===== config.mk =====
export PLATFORM = sky130hd
export DESIGN_NAME = mlhm_front_flat
export DESIGN_NICKNAME = d
export VERILOG_FILES = /design/src/design/mlhm_pkg.sv /design/src/design/mlhm_ifs.sv /design/src/design/mlhm_front.sv /design/src/flat_wrapper.sv
export SDC_FILE = /design/constraint.sdc
export NUM_CORES = 1
export LEC_CHECK = 0
export BUFFER_PORTS_ARGS = -buffer_cell sky130_fd_sc_hd__buf_4
export CAP_MARGIN = 0
export CORE_ASPECT_RATIO = 1.1
export CORE_UTILIZATION = 46
export DETAILED_ROUTE_END_ITERATION = 6
export PLACE_DENSITY = 0.74
export SYNTH_ARGS = -nofsm -noshare
export SYNTH_HDL_FRONTEND = slang
export SYNTH_SLANG_ARGS = --single-unit

===== constraint.sdc =====
create_clock -name clock -period 1.75 [get_ports clock]
set_input_delay 0.35 -clock clock [delete_from_list [all_inputs] [get_ports clock]]
set_output_delay 0.35 -clock clock [all_outputs]
set_load 0.01 [all_outputs]

===== src/design/mlhm_pkg.sv =====
// ----------------------------------------------------------------------------
// mlhm_pkg
// Shared types, register codes and saturation helpers for the multilinear
// hysteretic material block.
// ----------------------------------------------------------------------------
package mlhm_pkg;

   localparam int SEGMENTS_DEF = 4;
   localparam int QUEUE_DEPTH  = 2;
   localparam int STRAIN_W     = 32;
   localparam int STRESS_W     = 48;
   localparam int WIDTH_W      = 31;
   localparam int CSR_IDX_W    = 3;
   localparam int CSR_DATA_W   = 48;

   localparam logic [CSR_IDX_W-1:0] REG_WIDTH0 = 3'd0;
   localparam logic [CSR_IDX_W-1:0] REG_SLOPE0 = 3'd4;

   localparam logic [1:0] MODE_TRIAL  = 2'd0;
   localparam logic [1:0] MODE_COMMIT = 2'd1;
   localparam logic [1:0] MODE_REVERT = 2'd2;
   localparam logic [1:0] MODE_START  = 2'd3;

   localparam logic [WIDTH_W-1:0]         WIDTH_RST = 31'd268435;
   localparam logic signed [STRESS_W-1:0] SLOPE_RST = 48'sd65536;

   localparam logic signed [55:0] MAX48 = 56'sd140737488355327;
   localparam logic signed [55:0] MIN48 = -56'sd140737488355328;
   localparam logic signed [35:0] MAX32 = 36'sd2147483647;
   localparam logic signed [35:0] MIN32 = -36'sd2147483648;

   typedef struct packed {
      logic [1:0]         mode;
      logic signed [31:0] strain;
   } req_type;

   function automatic logic signed [47:0] sat48(input logic signed [55:0] v);
      logic signed [47:0] r;
      if (v > MAX48) r = MAX48[47:0];
      else if (v < MIN48) r = MIN48[47:0];
      else r = v[47:0];
      return r;
   endfunction

   function automatic logic clip48(input logic signed [55:0] v);
      return (v > MAX48) || (v < MIN48);
   endfunction

   function automatic logic signed [31:0] sat32(input logic signed [35:0] v);
      logic signed [31:0] r;
      if (v > MAX32) r = MAX32[31:0];
      else if (v < MIN32) r = MIN32[31:0];
      else r = v[31:0];
      return r;
   endfunction

endpackage


===== src/design/mlhm_ifs.sv =====
// ----------------------------------------------------------------------------
// mlhm request and response channels
// Valid/ready channels carrying one request word and one response word.
// ----------------------------------------------------------------------------
interface mlhm_req_if;
   logic               valid;
   logic               ready;
   logic [1:0]         mode;
   logic signed [31:0] strain;
   modport source (output valid, mode, strain, input ready);
   modport sink (input valid, mode, strain, output ready);
endinterface



===== src/design/mlhm_front.sv =====
// ----------------------------------------------------------------------------
// mlhm_front
// Accepts request words and holds them in a short queue for the back end.
// ----------------------------------------------------------------------------
module mlhm_front (
   input  logic             clock,
   input  logic             reset,
   mlhm_req_if.sink         req_ch,
   output logic             q_valid,
   input  logic             q_pop,
   output mlhm_pkg::req_type q_item
);

   localparam int PW = (mlhm_pkg::QUEUE_DEPTH > 1) ? $clog2(mlhm_pkg::QUEUE_DEPTH) : 1;
   localparam int CW = $clog2(mlhm_pkg::QUEUE_DEPTH + 1);

   mlhm_pkg::req_type mem_ff [mlhm_pkg::QUEUE_DEPTH];
   logic [PW-1:0] wr_ptr_ff, rd_ptr_ff;
   logic [CW-1:0] count_ff;
   logic push;

   assign req_ch.ready = (count_ff != CW'(mlhm_pkg::QUEUE_DEPTH));
   assign push         = req_ch.valid && req_ch.ready;
   assign q_valid      = (count_ff != '0);
   assign q_item       = mem_ff[rd_ptr_ff];

   always_ff @(posedge clock) begin
      if (push) begin
         mem_ff[wr_ptr_ff].mode   <= req_ch.mode;
         mem_ff[wr_ptr_ff].strain <= req_ch.strain;
      end
   end

   always_ff @(posedge clock) begin
      if (reset) begin
         wr_ptr_ff <= '0;
         rd_ptr_ff <= '0;
         count_ff  <= '0;
      end else begin
         if (push) begin
            wr_ptr_ff <= (wr_ptr_ff == PW'(mlhm_pkg::QUEUE_DEPTH - 1)) ? '0 : PW'(wr_ptr_ff + 1'b1);
         end
         if (q_pop) begin
            rd_ptr_ff <= (rd_ptr_ff == PW'(mlhm_pkg::QUEUE_DEPTH - 1)) ? '0 : PW'(rd_ptr_ff + 1'b1);
         end
         if (push && !q_pop) count_ff <= CW'(count_ff + 1'b1);
         else if (!push && q_pop) count_ff <= CW'(count_ff - 1'b1);
      end
   end

endmodule


===== src/flat_wrapper.sv =====
// flat-port wrapper written by rule: the top's interface ports become plain ports
module mlhm_front_flat 
  (clock, reset, q_valid, q_pop, q_item, req_ch_valid, req_ch_mode, req_ch_strain, req_ch_ready);
  mlhm_req_if req_ch_i ();
  input  logic clock;
  input  logic reset;
  output logic q_valid;
  input  logic q_pop;
  output mlhm_pkg::req_type q_item;
  input wire logic [$bits(req_ch_i.valid)-1:0] req_ch_valid;
  input wire logic [$bits(req_ch_i.mode)-1:0] req_ch_mode;
  input wire logic [$bits(req_ch_i.strain)-1:0] req_ch_strain;
  output wire logic [$bits(req_ch_i.ready)-1:0] req_ch_ready;
  assign req_ch_i.valid = req_ch_valid;
  assign req_ch_i.mode = req_ch_mode;
  assign req_ch_i.strain = req_ch_strain;
  assign req_ch_ready = req_ch_i.ready;
  mlhm_front u_core (.clock(clock), .reset(reset), .req_ch(req_ch_i), .q_valid(q_valid), .q_pop(q_pop), .q_item(q_item));
endmodule

; ---- Word-level counts from Yosys, hierarchy flattened
; Memory sizes are Yosys's and may differ from the RTL's. A register that Yosys moved wholly into a read port is not among the register bits.
; Index checks and enable logic that the tools add are counted.
[word_totals]
latchBits = 0
rom_bits = 0
reg_bits = 4
mem_bits_rw = 68
out_inout_bits = 36
mem_count = 1
inputBits = 38
word_cells = 24
[classes]
n_lt_le_gt_ge = 0
div = 0
n_addsub = 4
reduce_logical = 7
eq_ne = 1
n_shift = 0
bitwise = 0
n_mul = 0
mux = 8
[memory_table]
columns = memory, depth, word_bits, read_ports, rd_clocked_by_memory_dff, wr, line
row1 = u_core.mem_ff, 2, 34, 1, 1, 1, mlhm_front.sv:17  ; mlhm_pkg::req_type mem_ff [mlhm_pkg::QUEUE_DEPTH];
[ops]
columns = cell, count
row1 = 1-bit 2-to-1 mux, 6
row2 = 2-bit 2-to-1 mux, 2
row3 = 2-bit nonzero test, 2
row4 = 1-bit logical AND, 3
row5 = 1-bit adder (second input constant), 2
row6 = 2-bit by 1-bit adder with 2-bit output (second input constant), 1
row7 = 1-bit zero test, 2
row8 = 2-bit != test (second input constant), 1
row9 = 2-bit by 1-bit subtractor with 2-bit output (second input constant), 1

; ---- Longest topological paths before layout
; Gate-level depths: netlist (run 1).
[logic_depth]
word_depth = 6
depth_mapped = 6
mapped_depth_nobuf = 6

; ---- Worst setup path after synthesis (run 1)
; OpenSTA, ideal clock, no wires.
[synth_path]
kind = reg-to-reg
startpoint = register u_core.count_ff[0]
endpoint = memory u_core.mem_ff[1][0] in the netlist's numbering (enable)
path_slack_ns = -0.072
path_buffers = 0
setup_time_ns = 0.394
arrival_time_ns = 1.428
t_required_ns = 1.356
synth_period_minus_slack_ns = 1.822
stages_incl_launch_ff = 3
cell_sequence = dfxtp_1 nand2b_4 and3_1
[synth_via]
elab_chain_cells = 4
[synth_rtl]
columns = element, line
row1 = "start, declared", mlhm_front.sv:19  ; logic [CW-1:0] count_ff;
row2 = "start signal, assigned", mlhm_front.sv:46  ; if (push && !q_pop) count_ff <= CW'(count_ff + 1'b1);
row3 = "start signal, assigned", mlhm_front.sv:47  ; else if (!push && q_pop) count_ff <= CW'(count_ff - 1'b1);
row4 = 2-bit != test, mlhm_front.sv:22  ; assign req_ch.ready = (count_ff != CW'(mlhm_pkg::QUEUE_DEPTH));
row5 = net req_ch_ready, flat_wrapper.sv:13  ; output wire logic [$bits(req_ch_i.ready)-1:0] req_ch_ready;
row6 = 1-bit logical AND, mlhm_front.sv:23  ; assign push = req_ch.valid && req_ch.ready;
row7 = 1-bit 2-to-1 mux, mlhm_front.sv:28  ; if (push) begin
row8 = 1-bit 2-to-1 mux (implied by the code), mlhm_front.sv:30  ; mem_ff[wr_ptr_ff].strain <= req_ch.strain;
row9 = "end, declared", mlhm_front.sv:17
; The timed path passes the listed nets, and every way through them passes these cells.

==> reports/summary.txt, run 1 <==
CTS H-Tree Depth = 3
synthesized instance count = 130
number of buffers created by CTS = 9
Worst Path Required = 1.40 ns
# nets final = 254
crit-path max cell delay = 0.38 ns
Crit Path Class = flop to output pin
vias = 1397
layout cells sized above 1 = 60.0%
# IOs = 74
family with the most delay on the worst path = flip-flops
fillers = 386
FF-to-FF Start = u_core.count_ff[0]
CTS sink cnt = 73
final hold viol count = 0
Cell Chain, Critical Path = buf_12 > mux2_2 > buf_4
Synth cell types = 19
diode count = 0
core box area = 5500 sq um
final wirelength = 4520 um
Worst Max-Slew Pin Slew = 0.264 ns
Crit path arrival time = 1.36 ns
die height = 82.1 um
vias in the first global route = 1456
clk_lat worst skew = 0.33 ns
Syn Nets = 169
DIE AREA = 6140 sq um
Synth Register Bits = 73
quantity of I/O buffers inserted on ports = 73
Worst-path clk slew = 0.07 ns
MaxCap Viol Count = 0
Mean Syn Cell Area = 20.6 sq um
Inst Count DP = 279
Hold Crit Class = input pin to flop
non-filler instance count after layout = 295
Max Fclk = 0.584 GHz
Tcrit/Tclk final = 97.9%
Crit Path Max Fanout = 18
Layout area overhead = 35.1%
deepest clock path buffer count = 2
Slew Limit Fails = 0
Clock Tree Root = clkbuf_8
CTS tree = done
num rows = 28
Iteration-0 DRC Markers = 42
Starting Density = 48.7%
hold_sp = req_ch_strain[21]
Die Width = 74.8 um
final setup fails = 0
largest net degree at the start of global routing = 35
pwr dens = 1230 nW/um^2
post-route ant nets = 0
hold_buf cts = 0
Tot GR Track Use = 15.7%
Hold WS = 0.197 ns
sequential share of the synthesized area = 79.9%
post-synthesis cell area = 2680 sq um
DRC = 0
worst vdd ir = 0.000899 V
Tmin final = 1.71 ns
TritonRoute pass-1 iters = 4
GPL Wtd Cong = 0.663
Via density = 4.74
clk_skew = 0.00636 ns
CP max-delay cell = dfxtp_4
CP endpoint kind = output pin
RSZ-0062 raised after global routing = true
outcome = finished clean
Synth warnings = 0
Setup crit start kind = flop
grt total ovfl = 0
Leak Pwr = 1.38 nW
Worst slew margin = 82.4%
initial antenna violation count = 0
WP buf/inv = 2
drt wl/cell = 15.3 um
Final HPWL DP = 3090 um
first-pass GRT wire length = 6650 um
## kinds of logic after synthesis
kind of cell | count (synthesis) | share of synthesized area [%]
xor+xnor | 3 | 0.980
flops | 73 | 79.9
compound gates | 4 | 0.933
buf+inv | 6 | 1.31
simple gates | 9 | 2.15
fa+ha+maj | 1 | 0.467
mux | 34 | 14.3
## final cells by class
| class | count | area, sq um | area share, % |
|---|---|---|---|
| repair buffers | 78 | 623 | 17.2 |
| inverters | 2 | 7.51 | 0.207 |
| clock buffers | 11 | 141 | 3.90 |
| flip-flops and latches | 73 | 2150 | 59.2 |
| clock inverters | 5 | 103 | 2.83 |
| well taps | 75 | 93.8 | 2.59 |
| multi-input cells | 51 | 509 | 14.1 |
## power breakdown
part           internal, W  switching, W
combinational     0.000395      0.000322
clock             0.000984      0.000576
sequential         0.00211     0.0000562
total              0.00349      0.000955
## routing by layer
metal	up-vias	GRT usage, %	routed length (um)
met5	-	0	0
met4	0	6.23	30
met3	4	5.89	225
met2	40	29.1	2610
met1	684	15.6	1660
li1	669	-	-
## placed cells by master, fill, tap and decap left out, types with 2 or more instances in the layout
cell	n
a21oi_1	2
buf_12	3
buf_4	75
bufinv_16	3
clkbuf_8	10
dfxtp_1	4
edfxtp_1	68
inv_1	2
mux2_2	33
nor2_1	3
xor2_1	2
## flip-flops by register name (all words and copies together), names as in the netlist, named ones only
register	flops
u_core.mem_ff	68
u_core.count_ff	2
u_core.rd_ptr_ff	1
u_core.wr_ptr_ff	1
## stage by stage
stage	utilization, %	setup WS [ns]	total power [W]	instance area [sq um]	TNS, ns
3_5_place_dp	61.1	0.197	0.00292	3360	0
2_1_floorplan	-	0.0488	0.00255	2680	0
4_1_cts	65.8	0.0119	0.00449	3620	0
3_3_place_gp	61.1	0.273	0.00289	3360	0
6_report	65.9	0.0371	0.00444	3620	0
5_1_grt	65.9	-0.0255	0.00461	3620	-0.253
## worst register-to-register path: stages, from the launching register on
cell      delay [ns]
dfxtp_1         0.35
nand2b_4        0.18
and2_1          0.17
ha_1            0.31
or3_1           0.36
a21oi_1         0.14
## repair_timing
action,4_1_cts,5_1_grt
setup buffers,0,0
endpoints found under the setup margin,27,23
gates resized for setup,5,1
## synth_stat cells
| library cell | number | area [sq um] |
|---|---|---|
| a21bo_2 | 1 | 10.0 |
| a21oi_1 | 2 | 10.0 |
| and2_1 | 1 | 6.26 |
| and3_1 | 1 | 6.26 |
| buf_2 | 1 | 5.00 |
| buf_4 | 3 | 22.5 |
| dfxtp_1 | 5 | 100 |
| edfxtp_1 | 68 | 2040 |
| ha_1 | 1 | 12.5 |
| inv_1 | 2 | 7.51 |
| mux2_2 | 34 | 383 |
| nand2b_4 | 1 | 13.8 |
| nand3b_1 | 1 | 7.51 |
| nor2_1 | 3 | 11.3 |
| o21ai_0 | 1 | 5.00 |
| or2_2 | 1 | 6.26 |
| or3_1 | 1 | 6.26 |
| xnor2_1 | 1 | 8.76 |
| xor2_1 | 2 | 17.5 |
## final timing paths
kind                            slack (ns)                   end  depth (start not counted)
worst min register to register        0.52      u_core.rd_ptr_ff                          2
worst min-delay path                  0.20  u_core.mem_ff[1][21]                          1
worst max register to register        0.17    u_core.count_ff[1]                          5
worst max-delay path                  0.04             q_item[4]                          3
(Power assumes the default switching activity.)
==> inputs of run 2 (changes only) <==
--- a/config.mk
+++ b/config.mk
@@ -8,9 +8,9 @@
 export BUFFER_PORTS_ARGS = -buffer_cell sky130_fd_sc_hd__buf_4
 export CAP_MARGIN = 0
 export CORE_ASPECT_RATIO = 1.1
-export CORE_UTILIZATION = 46
+export CORE_UTILIZATION = 51
 export DETAILED_ROUTE_END_ITERATION = 6
-export PLACE_DENSITY = 0.74
+export PLACE_DENSITY = 0.78
 export SYNTH_ARGS = -nofsm -noshare
 export SYNTH_HDL_FRONTEND = slang
 export SYNTH_SLANG_ARGS = --single-unit
==> constraint.sdc (replaced) <==
create_clock -name clock -period 1.8 [get_ports clock]
set_input_delay 0.36 -clock clock [delete_from_list [all_inputs] [get_ports clock]]
set_output_delay 0.36 -clock clock [all_outputs]
set_load 0.01 [all_outputs]
==> run 2 against run 1 <==
Against the previous run:
- the flow now finishes with violations (DRC)
- critical path type unchanged
- non-clock buffer count is the same
- critical path depth is the same
- sequential cell count did not move
- sequential power decreased by 3%
- power decreased by 9.3%
- via count increased by 3.7%
- final cell count shrank 5.8%
- worst hold slack better by 0.0027 ns
==> reports/summary.txt, run 2 (synthesis results as in run 1) <==
CTS sink cnt = 73
most common cell after layout, fill and taps aside = buf_4
Slew Limit Fails = 0
outcome = finished with violations
R2R depth = 5
num rows = 27
Tmin final = 1.74 ns
die height = 78.0 um
reg2reg end = u_core.count_ff[1]
max reg flops = 68
cells resized by post-CTS repair = 0
DRC = 12
pre-CTS setup slack = 0.259 ns
first-pass GRT wire length = 7200 um
Iteration-0 DRC Markers = 112
Crit Path Max Fanout = 17
worst vdd ir = 0.000971 V
vias = 1449
MaxCap Viol Count = 0
Worst slew margin = 84.1%
drt wl/cell = 16.2 um
Most flops, register = u_core.mem_ff
Hold WS = 0.200 ns
# IOs = 74
Via density = 5.21
Psw = 0.000963 W
hold_buf cts = 0
Setup TNS = 0 ns
Worst Path Required = 1.44 ns
Tot GR Track Use = 17.9%
final wirelength = 4510 um
CP endpoint kind = output pin
CTS tree = done
initial antenna violation count = 0
commonest cells after routing, fill and taps aside = buf_4, edfxtp_1, mux2_2
deepest clock path buffer count = 2
Setup Fix Bufs, Post-CTS = 0
Flop pwr share = 52.2%
diode count = 0
Starting Density = 53.3%
TritonRoute pass-1 iters = 7
Die Width = 71.1 um
Hold Crit Class = input pin to flop
Worst-path clk slew = 0.08 ns
Cell Int Power = 0.00307 W
FF-to-FF Start = u_core.count_ff[0]
vias in the first global route = 1516
final setup margin = 0.0625 ns
final setup fails = 0
CTS H-Tree Depth = 3
Leak Pwr = 1.35 nW
layout cells sized above 1 = 60.5%
sw frac = 23.9%
quantity of I/O buffers inserted on ports = 73
final hold viol count = 0
Worst Max-Slew Pin Slew = 0.239 ns
Layout area overhead = 32.4%
biggest registers after layout = u_core.mem_ff: 68 flops, u_core.count_ff: 2 flops
clock share of power = 30.4%
Crit path arrival time = 1.38 ns
flop2flop setup slack = 0.25 ns
critical path endpoint = q_item[31]
clk_skew = 0.00992 ns
Clock Tree Root = clkbuf_8
Comb pwr share = 17.4%
core box area = 5030 sq um
Crit Path Class = flop to output pin
Final HPWL DP = 3050 um
failing checks = DRC
grt total ovfl = 0
pwr dens = 1140 nW/um^2
GPL Wtd Cong = 0.706
clk_lat worst skew = 0.34 ns
# nets final = 254
post-route ant nets = 0
Tcrit/Tclk final = 96.5%
number of buffers created by CTS = 9
largest net degree at the start of global routing = 35
Setup crit start kind = flop
DIE AREA = 5550 sq um
Max Fclk = 0.576 GHz
RSZ-0062 raised after global routing = false
==> run 2: cell count changes in the layout (fill, tap and decap cells not counted), sizes merged <==
cell,delta
clkbuf,-2
clkinvlp,+2
clkinv,+2
bufinv,-2
==> run 2: worst min path at each step <==
| stage | start | endpoint | slack (ns) | cells past startpoint |
|---|---|---|---|---|
| floorplan | reset | u_core.count_ff[1] | 0.43 | 1 |
| global placement | u_core.rd_ptr_ff | u_core.rd_ptr_ff | 0.50 | 2 |
| detailed placement | u_core.rd_ptr_ff | u_core.rd_ptr_ff | 0.51 | 2 |
| CTS | req_ch_strain[15] | u_core.mem_ff[1][15] | 0.18 | 1 |
| global route | req_ch_strain[13] | u_core.mem_ff[0][13] | 0.18 | 1 |
| finish | req_ch_strain[15] | u_core.mem_ff[1][15] | 0.20 | 1 |
==> run 2: power by group through the flow <==
| stage | sequential (W) | combinational, W | clock, W |
|---|---|---|---|
| 2_1_floorplan | 0.00212 | 0.000358 | 0 |
| 3_3_place_gp | 0.00213 | 0.000672 | 0 |
| 3_5_place_dp | 0.00214 | 0.000697 | 0 |
| 4_1_cts | 0.00210 | 0.000701 | 0.00126 |
| 5_1_grt | 0.00212 | 0.000755 | 0.00133 |
| 6_report | 0.00210 | 0.000701 | 0.00123 |
==> run 2: layout make-up <==
class | instances | area (sq um)
clock inverters | 7 | 71.3
multi-input cells | 51 | 505
inverters | 2 | 7.51
fillers | 330 | 1480
clock buffers | 9 | 124
well taps | 58 | 72.6
repair buffers | 78 | 623
flip-flops and latches | 73 | 2150
==> run 2: metal layers <==
| metal | part of all wire [%] | GRT usage (%) |
|---|---|---|
| met5 | 0 | 0 |
| met2 | 52 | 30.3 |
| met1 | 37 | 19.6 |
| met3 | 9.4 | 7.70 |
| met4 | 1.6 | 7.80 |
==> run 2: worst max-delay path, cell delays in order (launching register included) <==
cell and delay [ns]:
dfxtp_4 0.38, buf_12 0.15, mux2_2 0.35, buf_4 0.15
==> run 2: per-stage QoR <==
stage	std cells	power, W	utilization [%]	cell area, sq um
floorplan	130	0.00248	-	2680
global placement	262	0.00280	66.1	3330
detailed placement	262	0.00284	66.1	3330
CTS	278	0.00406	69.9	3520
global route	278	0.00421	70.5	3550
finish	278	0.00403	70.5	3550
==> inputs of run 3 (changes only) <==
--- a/config.mk
+++ b/config.mk
@@ -5,12 +5,13 @@
 export SDC_FILE = /design/constraint.sdc
 export NUM_CORES = 1
 export LEC_CHECK = 0
+export ABC_AREA = 1
 export BUFFER_PORTS_ARGS = -buffer_cell sky130_fd_sc_hd__buf_4
 export CAP_MARGIN = 0
 export CORE_ASPECT_RATIO = 1.1
-export CORE_UTILIZATION = 51
+export CORE_UTILIZATION = 52
 export DETAILED_ROUTE_END_ITERATION = 6
-export PLACE_DENSITY = 0.78
+export PLACE_DENSITY = 0.79
 export SYNTH_ARGS = -nofsm -noshare
 export SYNTH_HDL_FRONTEND = slang
 export SYNTH_SLANG_ARGS = --single-unit
==> run 3 against run 2 <==
Against the previous run:
- the run now ends clean
- core utilization grew 1.7 points
- clock power shrank 3%
- worst hold slack gained 0.0081 ns
- first-iteration DRC count shrank 43%
- clock skew shrank 0.0032 ns
- critical path type unchanged
- largest power group unchanged
==> reports/summary.txt, run 3 <==
Post-Synth XOR/XNOR Area = 0.308%
clk_skew = 0.00669 ns
largest net degree at the start of global routing = 22
Max Fclk = 0.574 GHz
MaxCap Viol Count = 0
drt wl/cell = 16.1 um
Clock Tree Root = clkbuf_8
Crit Path Max Fanout = 11
Synth area leaders = edfxtp_1, mux2_4, dfxtp_1, buf_12, mux2_2
clk_lat worst skew = 0.33 ns
# IOs = 74
CTS tree = done
CP endpoint kind = output pin
fillers = 349
DIE AREA = 5770 sq um
main combinational cell family by area after synthesis = multiplexers
area occupied by multi-input gates = 611 sq um
layout cells sized above 1 = 56.2%
Starting Density = 55.4%
grt total ovfl = 0
Hold Crit Class = input pin to flop
DRC = 0
die height = 79.5 um
DR WL met3 = 268 um
TritonRoute pass-1 iters = 4
Final HPWL DP = 3400 um
Tot GR Track Use = 18.0%
hold_buf cts = 0
final setup margin = 0.0567 ns
core box area = 5130 sq um
CTS sink cnt = 73
Tmin final = 1.74 ns
Most flops, register = u_core.mem_ff
GPL Wtd Cong = 0.647
met2 wire length = 2730 um
vias in the first global route = 1521
post-route ant nets = 0
WL met1 = 1880 um
Via density = 4.76
Worst Path Required = 1.44 ns
Slew Limit Fails = 0
most common cell after layout, fill and taps aside = buf_4
async set-reset flop share out of synthesis = 0%
hold path depth = 2
core occupancy in the finished layout = 72.2%
biggest registers after layout = u_core.mem_ff: 68 flops, u_core.count_ff: 2 flops
Setup crit start kind = flop
Die Width = 72.5 um
Crit path arrival time = 1.38 ns
final hold viol count = 0
Worst-path clk slew = 0.07 ns
Post-synth top cells = edfxtp_1, mux2_4, inv_1, nand2_1, nor2_1
post-synthesis simple-gate area fraction = 2.24%
initial antenna violation count = 0
post-synth top area share = 71.8%
# nets final = 267
area leader, netlist = edfxtp_1
first-pass GRT wire length = 7300 um
Tcrit/Tclk final = 96.9%
vias = 1451
final wirelength = 4900 um
post-synthesis compound-gate area fraction = 0.528%
pwr dens = 1060 nW/um^2
Crit Path Class = flop to output pin
diode count = 0
deepest clock path buffer count = 2
count leader, synth = edfxtp_1
Worst Max-Slew Pin Slew = 0.290 ns
CTS H-Tree Depth = 3
number of buffers created by CTS = 9
R2R depth = 10
synthesized instance count = 141
fraction of synthesized area in multiplexers = 17.4%
Post-Synth Adder-Cell Area = 0.440%
Synth warnings = 0
Syn Nets = 180
Synth Register Bits = 73
max reg flops = 68
final setup fails = 0
outcome = finished clean
Post-synth top flop = edfxtp_1
pre-CTS setup slack = 0.202 ns
num rows = 27
worst vdd ir = 0.000747 V
number of synthesized flops with an enable pin = 68
Setup TNS = 0 ns
Synth cell types = 15
quantity of I/O buffers inserted on ports = 73
Setup Fix Bufs, Post-CTS = 0
Iteration-0 DRC Markers = 64
sequential share of the synthesized area = 75.4%
register area = 2150 sq um
Worst slew margin = 80.7%
DR top layer = met4
Leak Pwr = 1.50 nW
Hold WS = 0.208 ns
Layout area overhead = 30.5%
post-synthesis cell area = 2840 sq um
commonest cells after routing, fill and taps aside = buf_4, edfxtp_1, mux2_4
Mean Syn Cell Area = 20.2 sq um
[run 3: layer usage]
layer / GRT usage [%] / vias up
met1: 19.1 / 701
li1: - / 701
met3: 6.31 / 2
met2: 32.5 / 47
met4: 6.47 / 0
met5: 0 / -
[run 3: path summary, 6_finish.rpt]
path,from,endpoint,slack [ns]
worst max-delay path,flop,q_item[14],0.06
worst min-delay path,reset,flop,0.21
worst max register to register,u_core.count_ff[0],u_core.count_ff[1],0.21
worst min register to register,u_core.rd_ptr_ff,flop,0.53
[run 3: critical path, stage by stage, from the launching register on]
cell	delay, ns
dfxtp_4	0.40
buf_12	0.16
mux2_2	0.35
buf_4	0.15
[run 3: power breakdown]
group	internal (W)	switching, W	leakage [nW]	total, W
sequential	0.00202	0.0000454	0.676	0.00206
clock	0.000631	0.000558	0.0897	0.00119
combinational	0.000386	0.000306	0.730	0.000693
[run 3: per-stage QoR]
stage,instance area [sq um],std cells,power [W]
after floorplan,2850,141,0.00248
after global placement,3480,288,0.00274
after detailed placement,3480,288,0.00278
after CTS,3670,304,0.00396
after global routing,3710,305,0.00411
final,3710,305,0.00394
[run 3: timing repair]
action,CTS,global route
gates cloned,0,1
gates resized for setup,1,3
pin swaps,0,0
endpoints found under the setup margin,3,4
[run 3: cells by family after synthesis]
| group | count (synthesis) |
|---|---|
| xor+xnor | 1 |
| compound gates | 3 |
| fa+ha+maj | 1 |
| simple gates | 16 |
| flops | 73 |
| mux | 34 |
| buf+inv | 13 |
[run 3: layout make-up]
type / instances / area share [%]
clock buffer: 10 / 3.44
sequential: 73 / 57.8
timing repair buffer: 80 / 17.3
inverter: 9 / 0.911
clock inverter: 6 / 1.59
multi-input combinational: 55 / 16.5
tap: 72 / 2.43
